===== src/sv/ssc_pkg.sv =====
// Shared types and constants of the servo sweep controller.
`default_nettype none

package ssc_pkg;

   localparam int ANGLE_W    = 8;
   localparam int PULSE_W    = 12;
   localparam int POS_W      = 10;
   localparam int CSR_IDX_W  = 3;
   localparam int CSR_DATA_W = 12;

   typedef enum logic [1:0] {
      CMD_TICK  = 2'd0,
      CMD_SET   = 2'd1,
      CMD_START = 2'd2,
      CMD_STOP  = 2'd3
   } cmd_type;

   typedef enum logic [1:0] {
      KIND_REVERSE = 2'd0,
      KIND_RESTART = 2'd1,
      KIND_SINGLE  = 2'd2,
      KIND_FREE    = 2'd3
   } kind_type;

   typedef enum logic [CSR_IDX_W-1:0] {
      CSR_LOW_LIMIT   = 3'd0,
      CSR_HIGH_LIMIT  = 3'd1,
      CSR_STEP_SIZE   = 3'd2,
      CSR_START_ANGLE = 3'd3,
      CSR_STOP_ANGLE  = 3'd4,
      CSR_SWEEP_KIND  = 3'd5,
      CSR_PULSE_MIN   = 3'd6,
      CSR_PULSE_MAX   = 3'd7
   } csr_idx_type;

   localparam logic [ANGLE_W-1:0] RST_LOW_LIMIT   = 8'd0;
   localparam logic [ANGLE_W-1:0] RST_HIGH_LIMIT  = 8'd180;
   localparam logic [ANGLE_W-1:0] RST_STEP_SIZE   = 8'd1;
   localparam logic [ANGLE_W-1:0] RST_START_ANGLE = 8'd0;
   localparam logic [ANGLE_W-1:0] RST_STOP_ANGLE  = 8'd180;
   localparam logic [PULSE_W-1:0] RST_PULSE_MIN   = 12'd544;
   localparam logic [PULSE_W-1:0] RST_PULSE_MAX   = 12'd2400;

endpackage

`default_nettype wire


===== src/sv/servo_sweep_controller.sv =====
// Top level of the servo sweep controller: sweep state, angle clamp and pulse mapping.
//
//   Channel  Direction  Handshake                    Payload
//   req      in         req_valid / req_ready        req_cmd, req_target_angle
//   rsp      out        rsp_valid / rsp_ready        rsp_angle, rsp_pulse_us, rsp_sweeping
//   csr      in         csr_wr_en                    csr_index, csr_wdata
//
// One word is accepted per cycle while req_ready is high, and each word yields one result word.
// The sweep state is updated in the cycle a word is accepted; the pulse width then
// takes two more stages, one for the angle by span product and one for the
// division by the full angle; the result is presented from the stage three registers.
// Reset clears the sweep state and the pipeline and loads the register defaults.
// A stalled result holds the pipeline, and req_ready drops only once all stages are full.
`default_nettype none

module servo_sweep_controller #(
   parameter int FULL_ANGLE = 180
) (
   input  wire logic                             clock,
   input  wire logic                             reset,
   input  wire logic                             req_valid,
   output      logic                             req_ready,
   input  wire logic [1:0]                       req_cmd,
   input  wire logic [ssc_pkg::ANGLE_W-1:0]      req_target_angle,
   output      logic                             rsp_valid,
   input  wire logic                             rsp_ready,
   output      logic [ssc_pkg::ANGLE_W-1:0]      rsp_angle,
   output      logic [ssc_pkg::PULSE_W-1:0]      rsp_pulse_us,
   output      logic                             rsp_sweeping,
   input  wire logic                             csr_wr_en,
   input  wire logic [ssc_pkg::CSR_IDX_W-1:0]    csr_index,
   input  wire logic [ssc_pkg::CSR_DATA_W-1:0]   csr_wdata
);

   localparam int AW      = ssc_pkg::ANGLE_W;
   localparam int PW      = ssc_pkg::PULSE_W;
   localparam int XW      = ssc_pkg::POS_W;
   localparam int PROD_W  = AW + PW;
   localparam int SHIFT   = PROD_W + AW;
   localparam int RECIP_W = SHIFT + 1;
   localparam logic [AW-1:0] FULL_A = AW'(FULL_ANGLE);
   localparam logic [RECIP_W-1:0] RECIP =
      RECIP_W'(((64'd1 << SHIFT) + 64'(FULL_ANGLE) - 64'd1) / 64'(FULL_ANGLE));

   // Configuration registers.
   logic [AW-1:0] low_limit_ff, high_limit_ff, step_size_ff, start_angle_ff, stop_angle_ff;
   logic [1:0]    sweep_kind_ff;
   logic [PW-1:0] pulse_min_ff, pulse_max_ff;

   // Sweep state.
   logic [AW-1:0] angle_ff, angle_in;
   logic          dir_up_ff, dir_up_in;
   logic          sweep_on_ff, sweep_on_in;
   logic [AW-1:0] range_start_ff, range_start_in;
   logic [AW-1:0] range_stop_ff, range_stop_in;

   // Pipeline.
   logic              s1_valid_ff, s2_valid_ff, s3_valid_ff;
   logic [AW-1:0]     s1_angle_ff, s2_angle_ff, s3_angle_ff;
   logic              s1_sweep_ff, s2_sweep_ff, s3_sweep_ff;
   logic [PROD_W-1:0] s2_mag_ff, s2_mag_in;
   logic              s2_neg_ff, s2_neg_in;
   logic [PW-1:0]     s3_pulse_ff, s3_pulse_in;
   logic              load3, load2, load1, req_fire;

   logic [AW-1:0]        lim_a, lim_b, lim_lo, lim_hi, rng_lo, rng_hi;
   logic signed [XW-1:0] moved, pos;
   logic                 above, below;
   logic signed [PW:0]   span;
   logic [PW-1:0]        span_mag;
   logic [PROD_W+RECIP_W-1:0] quot_full;
   logic [PW-1:0]        quot;

   function automatic logic [AW-1:0] clamp_angle(
      input logic signed [XW-1:0] v,
      input logic [AW-1:0]        lo,
      input logic [AW-1:0]        hi
   );
      logic [AW-1:0] r;
      if (v > $signed({{(XW-AW){1'b0}}, hi})) begin
         r = hi;
      end else if (v < $signed({{(XW-AW){1'b0}}, lo})) begin
         r = lo;
      end else begin
         r = v[AW-1:0];
      end
      return r;
   endfunction

   always_ff @(posedge clock) begin
      if (reset) begin
         low_limit_ff   <= ssc_pkg::RST_LOW_LIMIT;
         high_limit_ff  <= ssc_pkg::RST_HIGH_LIMIT;
         step_size_ff   <= ssc_pkg::RST_STEP_SIZE;
         start_angle_ff <= ssc_pkg::RST_START_ANGLE;
         stop_angle_ff  <= ssc_pkg::RST_STOP_ANGLE;
         sweep_kind_ff  <= ssc_pkg::KIND_REVERSE;
         pulse_min_ff   <= ssc_pkg::RST_PULSE_MIN;
         pulse_max_ff   <= ssc_pkg::RST_PULSE_MAX;
      end else if (csr_wr_en) begin
         unique case (ssc_pkg::csr_idx_type'(csr_index))
            ssc_pkg::CSR_LOW_LIMIT:   low_limit_ff   <= csr_wdata[AW-1:0];
            ssc_pkg::CSR_HIGH_LIMIT:  high_limit_ff  <= csr_wdata[AW-1:0];
            ssc_pkg::CSR_STEP_SIZE:   step_size_ff   <= csr_wdata[AW-1:0];
            ssc_pkg::CSR_START_ANGLE: start_angle_ff <= csr_wdata[AW-1:0];
            ssc_pkg::CSR_STOP_ANGLE:  stop_angle_ff  <= csr_wdata[AW-1:0];
            ssc_pkg::CSR_SWEEP_KIND:  sweep_kind_ff  <= csr_wdata[1:0];
            ssc_pkg::CSR_PULSE_MIN:   pulse_min_ff   <= csr_wdata[PW-1:0];
            ssc_pkg::CSR_PULSE_MAX:   pulse_max_ff   <= csr_wdata[PW-1:0];
            default: begin
            end
         endcase
      end
   end

   // Limits are saturated to the full angle and swapped when inverted.
   assign lim_a  = (low_limit_ff > FULL_A) ? FULL_A : low_limit_ff;
   assign lim_b  = (high_limit_ff > FULL_A) ? FULL_A : high_limit_ff;
   assign lim_lo = (lim_b < lim_a) ? lim_b : lim_a;
   assign lim_hi = (lim_b < lim_a) ? lim_a : lim_b;

   assign rng_lo = (range_start_ff < range_stop_ff) ? range_start_ff : range_stop_ff;
   assign rng_hi = (range_start_ff < range_stop_ff) ? range_stop_ff : range_start_ff;

   assign moved = dir_up_ff
      ? $signed({{(XW-AW){1'b0}}, angle_ff}) + $signed({{(XW-AW){1'b0}}, step_size_ff})
      : $signed({{(XW-AW){1'b0}}, angle_ff}) - $signed({{(XW-AW){1'b0}}, step_size_ff});
   assign above = moved > $signed({{(XW-AW){1'b0}}, rng_hi});
   assign below = moved < $signed({{(XW-AW){1'b0}}, rng_lo});

   always_comb begin
      pos            = $signed({{(XW-AW){1'b0}}, angle_ff});
      dir_up_in      = dir_up_ff;
      sweep_on_in    = sweep_on_ff;
      range_start_in = range_start_ff;
      range_stop_in  = range_stop_ff;
      unique case (ssc_pkg::cmd_type'(req_cmd))
         ssc_pkg::CMD_TICK: begin
            if (sweep_on_ff) begin
               pos = moved;
               case (ssc_pkg::kind_type'(sweep_kind_ff))
                  ssc_pkg::KIND_REVERSE: begin
                     if (above) begin
                        dir_up_in = 1'b0;
                     end else if (below) begin
                        dir_up_in = 1'b1;
                     end
                  end
                  ssc_pkg::KIND_RESTART: begin
                     if (above || below) begin
                        pos = $signed({{(XW-AW){1'b0}}, range_start_ff});
                     end
                  end
                  ssc_pkg::KIND_SINGLE: begin
                     if (above || below) begin
                        sweep_on_in = 1'b0;
                        pos         = $signed({{(XW-AW){1'b0}}, range_stop_ff});
                     end
                  end
                  default: begin
                  end
               endcase
            end
         end
         ssc_pkg::CMD_SET: begin
            pos = $signed({{(XW-AW){1'b0}}, req_target_angle});
         end
         ssc_pkg::CMD_START: begin
            dir_up_in      = start_angle_ff < stop_angle_ff;
            range_start_in = clamp_angle($signed({{(XW-AW){1'b0}}, start_angle_ff}),
                                         lim_lo, lim_hi);
            range_stop_in  = clamp_angle($signed({{(XW-AW){1'b0}}, stop_angle_ff}),
                                         lim_lo, lim_hi);
            pos            = $signed({{(XW-AW){1'b0}}, range_start_in});
            sweep_on_in    = 1'b1;
         end
         ssc_pkg::CMD_STOP: begin
            sweep_on_in = 1'b0;
         end
         default: begin
         end
      endcase
      angle_in = clamp_angle(pos, lim_lo, lim_hi);
   end

   assign load3     = s2_valid_ff && (!s3_valid_ff || rsp_ready);
   assign load2     = s1_valid_ff && (!s2_valid_ff || load3);
   assign load1     = !s1_valid_ff || load2;
   assign req_ready = load1;
   assign req_fire  = req_valid && req_ready;

   always_ff @(posedge clock) begin
      if (reset) begin
         angle_ff       <= '0;
         dir_up_ff      <= 1'b0;
         sweep_on_ff    <= 1'b0;
         range_start_ff <= '0;
         range_stop_ff  <= '0;
      end else if (req_fire) begin
         angle_ff       <= angle_in;
         dir_up_ff      <= dir_up_in;
         sweep_on_ff    <= sweep_on_in;
         range_start_ff <= range_start_in;
         range_stop_ff  <= range_stop_in;
      end
   end

   // Stage two: magnitude of angle times span, sign kept apart.
   assign span      = $signed({1'b0, pulse_max_ff}) - $signed({1'b0, pulse_min_ff});
   assign span_mag  = span[PW] ? PW'(-span) : span[PW-1:0];
   assign s2_mag_in = PROD_W'(s1_angle_ff) * PROD_W'(span_mag);
   assign s2_neg_in = span[PW];

   // Stage three: division by the full angle through a reciprocal, truncated toward zero.
   assign quot_full   = (PROD_W+RECIP_W)'(s2_mag_ff) * (PROD_W+RECIP_W)'(RECIP);
   assign quot        = quot_full[SHIFT +: PW];
   assign s3_pulse_in = s2_neg_ff ? (pulse_min_ff - quot) : (pulse_min_ff + quot);

   always_ff @(posedge clock) begin
      if (reset) begin
         s1_valid_ff <= 1'b0;
         s2_valid_ff <= 1'b0;
         s3_valid_ff <= 1'b0;
      end else begin
         if (load1) begin
            s1_valid_ff <= req_valid;
         end
         if (load2 || (s2_valid_ff && load3)) begin
            s2_valid_ff <= load2;
         end
         if (load3 || (s3_valid_ff && rsp_ready)) begin
            s3_valid_ff <= load3;
         end
      end
   end

   always_ff @(posedge clock) begin
      if (req_fire) begin
         s1_angle_ff <= angle_in;
         s1_sweep_ff <= sweep_on_in;
      end
      if (load2) begin
         s2_angle_ff <= s1_angle_ff;
         s2_sweep_ff <= s1_sweep_ff;
         s2_mag_ff   <= s2_mag_in;
         s2_neg_ff   <= s2_neg_in;
      end
      if (load3) begin
         s3_angle_ff <= s2_angle_ff;
         s3_sweep_ff <= s2_sweep_ff;
         s3_pulse_ff <= s3_pulse_in;
      end
   end

   assign rsp_valid    = s3_valid_ff;
   assign rsp_angle    = s3_angle_ff;
   assign rsp_pulse_us = s3_pulse_ff;
   assign rsp_sweeping = s3_sweep_ff;

endmodule

`default_nettype wire


===== config.mk =====
export PLATFORM = sky130hd
export DESIGN_NAME = servo_sweep_controller
export DESIGN_NICKNAME = d
export VERILOG_FILES = /design/src/sv/ssc_pkg.sv /design/src/sv/servo_sweep_controller.sv
export SDC_FILE = /design/constraint.sdc
export NUM_CORES = 1
export LEC_CHECK = 0
export BUFFER_PORTS_ARGS = -buffer_cell sky130_fd_sc_hd__buf_2
export CORE_UTILIZATION = 65
export DETAILED_ROUTE_END_ITERATION = 8
export PLACE_DENSITY_LB_ADDON = 0.05
export SYNTH_ARGS = -nofsm -noshare
export SYNTH_HDL_FRONTEND = slang
export SYNTH_SLANG_ARGS = --single-unit

===== constraint.sdc =====
create_clock -name clock -period 24.2 [get_ports clock]
set_input_delay 1.21 -clock clock [delete_from_list [all_inputs] [get_ports clock]]
set_output_delay 1.21 -clock clock [all_outputs]
set_load 0.02 [all_outputs]

## Word-level counts from Yosys, hierarchy flattened

Cells that the tools add are included.

| storage, ports and cells | value |
|---|---|
| flip-flop bits (word level) | 155 |
| input port bits | 30 |
| output and inout port bits | 23 |

| cells by class | value |
|---|---|
| $add $sub $neg | 6 |
| $mul | 2 |
| magnitude comparators | 13 |
| eq/ne operators | 15 |
| muxes and demuxes | 29 |
| reduce and logical (&&, ||, !) cells | 28 |

Operator list:

| cell | number |
|---|---|
| $mux W8 | 12 |
| $lt A8 B8 Y1 | 5 |
| $mul A20 B21 Y40 const B | 1 |
| $mux W10 | 4 |
| $pmux W10 S3 | 1 |
| $mux W12 | 2 |
| $gt A10 B9 Y1 | 2 |
| $lt A10 B9 Y1 | 2 |
| $mul A8 B12 Y20 | 1 |
| $pmux W10 S2 | 1 |
| $reduce_and A2 Y1 | 9 |
| $gt A8 B8 Y1 | 2 |
| $gt A8 B8 Y1 const B | 2 |
| $sub A12 B12 Y13 | 1 |
| $add A12 B12 Y12 | 1 |
| $eq A3 B3 Y1 const B | 4 |
| $neg A12 Y12 | 1 |
| $sub A12 B12 Y12 | 1 |
| $add A8 B8 Y9 | 1 |
| $sub A8 B8 Y9 | 1 |
| $mux W1 | 7 |
| $eq A2 B2 Y1 const B | 3 |
| $eq A3 B2 Y1 const B | 2 |
| $logic_or A1 B1 Y1 | 6 |
| 13 further kinds | 21 |

## Longest topological paths before layout

| logic depth | value |
|---|---|
| word-level depth | 11 |
| mapped depth | 38 |

## Worst setup path before layout

OpenSTA, ideal clock, no wires.

| timing path | value |
|---|---|
| path type | register to register |
| start | register s2_mag_ff[18] |
| end | register s3_pulse_ff[11] (netlist: rsp_pulse_us[11]) (data pin) |
| setup time | 260 ps |
| arrival time | 7893 ps |
| required time | 23940 ps |
| path slack | 16047 ps |
| cell stages (with the launch flop) | 31 |
| clock period less this slack | 8153 ps |
| cell sequence | edfxtp_1 -> ha_1 -> inv_1 -> fa_1 -> inv_1 -> fa_1 -> fa_1 -> fa_1 -> fa_1 -> fa_1 -> ha_1 -> a222oi_1 -> and3_1 -> o21ai_0 -> a21o_1 -> o21ai_4 -> nand2_1 -> a31o_2 -> mux2i_1 -> o21a_1 -> a2111oi_0 -> nor2_1 -> xor2_1 -> ha_1 -> and3_1 -> a211o_1 -> a21o_1 -> a21oi_1 -> xnor2_1 -> xnor2_1 -> xnor2_1 |

| on the way | value |
|---|---|
| longest elaborated chain between the ends | 3 |

Ends and longest elaborated chain:

| what | RTL line | text |
|---|---|---|
| start: declaration | servo_sweep_controller.sv:61 | `logic [PROD_W-1:0] s2_mag_ff, s2_mag_in;` |
| start signal: assignment | servo_sweep_controller.sv:245 | `s2_mag_ff <= s2_mag_in;` |
| $mul A20 B21 Y40 * | servo_sweep_controller.sv:215 | `assign quot_full = (PROD_W+RECIP_W)'(s2_mag_ff) * (PROD_W+RECIP_W)'(RECIP);` |
| $add A12 B12 Y12 or $sub A12 B12 Y12 (tied branches) | servo_sweep_controller.sv:217 | `assign s3_pulse_in = s2_neg_ff ? (pulse_min_ff - quot) : (pulse_min_ff + quot);` |
| $mux W12 * | servo_sweep_controller.sv:217 |  |
| named net s3_pulse_in[11] | servo_sweep_controller.sv:63 | `logic [PW-1:0] s3_pulse_ff, s3_pulse_in;` |
| end signal: assignment | servo_sweep_controller.sv:251 | `s3_pulse_ff <= s3_pulse_in;` |
| end: declaration | servo_sweep_controller.sv:63 |  |

The timed path passes the listed nets; every way through them passes the cells marked *.
A chain may end at the register's enable or synchronous reset.

## Final worst setup path

| timing path | value |
|---|---|
| start | register high_limit_ff[3] |
| end | register s1_angle_ff[7] (data pin) |

| on the way | value |
|---|---|
| longest elaborated chain between the ends | 11 |

Ends and longest elaborated chain:

| what | RTL line | text |
|---|---|---|
| start: declaration | servo_sweep_controller.sv:46 | `logic [AW-1:0] low_limit_ff, high_limit_ff, step_size_ff, start_angle_ff, stop_angle_ff;` |
| start signal: assignment | servo_sweep_controller.sv:93 | `high_limit_ff <= ssc_pkg::RST_HIGH_LIMIT;` |
| start signal: assignment | servo_sweep_controller.sv:103 | `ssc_pkg::CSR_HIGH_LIMIT: high_limit_ff <= csr_wdata[AW-1:0];` |
| $gt A8 B8 Y1 | servo_sweep_controller.sv:118 | `assign lim_b = (high_limit_ff > FULL_A) ? FULL_A : high_limit_ff;` |
| $mux W8 * | servo_sweep_controller.sv:118 |  |
| $lt A8 B8 Y1 | servo_sweep_controller.sv:119, servo_sweep_controller.sv:120 |  |
| $mux W8 | servo_sweep_controller.sv:119 | `assign lim_lo = (lim_b < lim_a) ? lim_b : lim_a;` |
| $lt A8 B8 Y1 | servo_sweep_controller.sv:82 | `end else if (v < $signed({{(XW-AW){1'b0}}, lo})) begin` |
| $mux W8 | servo_sweep_controller.sv:82 |  |
| $mux W8 | servo_sweep_controller.sv:80 | `if (v > $signed({{(XW-AW){1'b0}}, hi})) begin` |
| $pmux W10 S3 | servo_sweep_controller.sv:137 | `unique case (ssc_pkg::cmd_type'(req_cmd))` |
| $lt A10 B9 Y1 | servo_sweep_controller.sv:82 |  |
| $mux W8 | servo_sweep_controller.sv:82 |  |
| $mux W8 * | servo_sweep_controller.sv:80 |  |
| named net angle_in[7] | servo_sweep_controller.sv:51 | `logic [AW-1:0] angle_ff, angle_in;` |
| end signal: assignment | servo_sweep_controller.sv:239 | `s1_angle_ff <= angle_in;` |
| end: declaration | servo_sweep_controller.sv:59 | `logic [AW-1:0] s1_angle_ff, s2_angle_ff, s3_angle_ff;` |

Marks and branches as above.

==> reports/results.txt <==
Among the stages of the critical path, the cell type that occurs most often is sky130_fd_sc_hd__ha_1. Dividing the detail-routed wire length by the instance count gives 19.2 um. Share of synthesized registers carrying an async set or reset: 0. Number of optimization iterations in the first detailed-route pass: 6. The tools report the sequential area share after synthesis as 0.187. The total global-route track usage was 0.339; the final weighted congestion in routability-driven placement was 1.00.

At the worst endpoint, the arrival time is 9070 ps. TritonCTS created 17 clock buffers. At the pin with the least slew margin, the transition time is 1170 ps. The run gives 0 ps as the setup total negative slack. The utilization after layout was 0.704; the count of port buffers added during placement was 52. The Yosys step of the flow raised 0 warnings. The horizontal die dimension is 176 um. For this design, the sink count on the clock tree is 155.

The number of distinct library cell variants in the gate-level netlist after synthesis is 79. For the starting density of the core, the log shows 0.663. For this run, the leading register cell type out of synthesis is sky130_fd_sc_hd__dfxtp_1.

The signed area change from the synthesized netlist to the final layout came out at 6.10%. In this run, synthesis produced a sequential element count of 155. The logs give 0 for the post-CTS setup-driven buffer insertion count and 0 for the hold violation total from the final report. The endpoint type of the worst setup path is a flop. Counting every instance in the synthesized netlist gives 2223. After clock tree synthesis, the clock-pin slew on the worst setup and hold paths is 80 ps. For the number of gates resized after cts, the log shows 0.

The synthesized design contains 60 enable-type register cells. After the last flow step, the layout net total stands at 2801. The flow ran to the end, and the final reports show no timing, DRC or antenna violations. The clock network latency to the later pin of the worst-skew pair was 440 ps. Detailed placement finished with a half-perimeter wire length of 42.1 mm. The core region is 0.0298 mm2. Via count of the first global-routing pass: 15715.

Max-cap violations in this run came to 0. For the worst-case headroom to the max-slew limit, the log shows 0.215. The worst setup path is of the reg -> reg kind. Number of diodes: 0. The first global-routing pass estimated 81.2 mm of wire. After clock tree synthesis, the flow added hold-fix buffers numbering 0.

The detailed router finished its first iteration with 1109 violations. The buffer depth of the longest clock path is 2. The number of nets in the synthesized netlist is 2780. In this run the number of H-tree levels came out at 4. Root buffer cell: sky130_fd_sc_hd__clkbuf_16. Area of the die: 0.0311 mm2.

After detailed routing, the number of remaining DRC violations is 0. The family of cells with the greatest summed delay on the critical path was compound AO/OA/AOI/OAI gates. The routed wire length is 50.9 mm, and the maximum operating frequency is 0.112 GHz. The element type at the critical path start was a flop. Using the TritonRoute via totals, the vias-per-cell ratio works out to 5.92. In this run the worst path has a maximum fanout of 27. Setup violations remaining at the end of the flow were counted as 0. Worst hold path class: reg -> reg. TritonCTS built the clock tree. The die height works out to 176 um. Summing every instance area after synthesis gives 0.0198 mm2. The number of antenna violations at the first check in global routing is 0, and the final period demand of the worst path is 8920 ps.

The post-route fraction of the period consumed by the critical path works out to 0.368. On the worst path, the slowest cell contributes a delay of 910 ps. The number of slew-limit violations in the final report is 0, and the pin count of the biggest net entering global routing is 70.

For this run the aggregate overflow at the end of global routing stands at 0. The number of vias after detailed routing came out at 15661. Averaged over all synthesized cells, the footprint is 8.89 um2. The clock arrives with 18.2 ps of skew. The setup check on the worst reg-to-reg path leaves a slack of 15280 ps. Setup repair after global routing left no endpoint under its margin. The largest individual stage delay along the critical path comes from the cell sky130_fd_sc_hd__o21ai_1. During I/O placement, the number of pins put on the boundary was 53. The total buffers and inverters traversed by the critical path is 1, and the share of final-layout standard cells stronger than drive strength 1 is 0.0559. For the worst setup path, the data required time is 24350 ps. In this run the remaining antenna-violating nets after routing total 0. The run gives 63 as the number of rows in the core area.
-- per-layer routing --
metal  up-vias  GRT usage  routed length [um]  share of wire
li1       7501          -                   -              -
met1      7608      0.405               20600           0.41
met2       444      0.609               25500           0.50
met3       108     0.0362                2390          0.047
met4         0      0.158                2370          0.047
met5         -          0                   0              0
-- cell usage in the layout (no fill, tap or decap), drive strengths merged, types with 19 or more instances in the layout --
cell / count
nand2: 262
nand2b: 19
xor2: 23
buf: 62
a21oi: 133
mux2i: 39
o21ai: 94
and2: 40
nor2b: 31
nor2: 122
fa: 179
nand3: 27
a21o: 30
inv: 367
nor3: 25
edfxtp: 60
dfxtp: 95
xnor2: 56
ha: 348
-- worst paths after layout --
| check | from | endpoint | cells past startpoint |
|---|---|---|---|
| max reg2reg | high_limit_ff[3]$_SDFFE_PP0P_ | s1_angle_ff[7]$_DFFE_PP_ | 29 |
| min reg2reg | s2_angle_ff[0]$_DFFE_PP_ | rsp_angle[0]$_DFFE_PP_ | 0 |
| min | s2_angle_ff[0]$_DFFE_PP_ | rsp_angle[0]$_DFFE_PP_ | 0 |
| max | high_limit_ff[3]$_SDFFE_PP0P_ | s1_angle_ff[7]$_DFFE_PP_ | 29 |
-- cell type report --
type	instances	area [um2]
Tap cell	390	488
Inverter	360	1350
Multi-Input combinational cell	1648	14500
Clock inverter	13	150
Clock buffer	18	450
Timing Repair Buffer	62	335
Fill cell	2403	8820
Sequential cell	155	3700
-- logic make-up (layout without fill, tap and decap cells) --
| family | count (synthesis) | after routing | share of synthesized area |
|---|---|---|---|
| AND/OR/NAND/NOR | 585 | 585 | 0.136 |
| XOR/XNOR | 79 | 79 | 0.0350 |
| adder cells (fa/ha/maj) | 527 | 527 | 0.402 |
| flip-flops | 155 | 155 | 0.187 |
| buffers and inverters | 420 | 453 | 0.0801 |
| multiplexers | 45 | 45 | 0.0232 |
| AO/OA/AOI/OAI | 412 | 412 | 0.137 |
-- registers in the layout, indices dropped and copies added (netlist names), 2 cells and up --
signal          cells
s2_mag_ff          20
pulse_max_ff       12
pulse_min_ff       12
rsp_pulse_us       12
angle_ff            8
high_limit_ff       8
low_limit_ff        8
range_start_ff      8
range_stop_ff       8
rsp_angle           8
s1_angle_ff         8
s2_angle_ff         8
start_angle_ff      8
step_size_ff        8
stop_angle_ff       8
sweep_kind_ff       2
-- synthesized netlist by cell type, drive strengths merged (25+ instances only) --
cell / instances / share of area
inv: 360 / 0.068
ha: 348 / 0.22
nand2: 262 / 0.050
fa: 179 / 0.18
a21oi: 133 / 0.034
nor2: 122 / 0.023
dfxtp: 95 / 0.096
o21ai: 94 / 0.025
edfxtp: 60 / 0.091
xnor2: 56 / 0.025
clkbuf: 55 / 0.010
and2: 40 / 0.013
mux2i: 39 / 0.020
nor2b: 31 / 0.0098
a21o: 30 / 0.011
nand3: 27 / 0.0068
nor3: 25 / 0.0063
-- per-stage QoR --
stage | area, um2 | hold WS (ps) | cells | setup WS (ps)
after floorplan | 19800 | 400 | 2223 | 16050
after global placement | 20400 | 401 | 2615 | 15610
after detailed placement | 20400 | 415 | 2615 | 15430
after CTS | 21000 | 430 | 2646 | 15400
after global routing | 21000 | 430 | 2646 | 14630
final | 21000 | 427 | 2646 | 15280
Power is left out: the tool's default activity adds up to more than one toggle a clock period on the data nets, which glitch-free logic cannot reach.
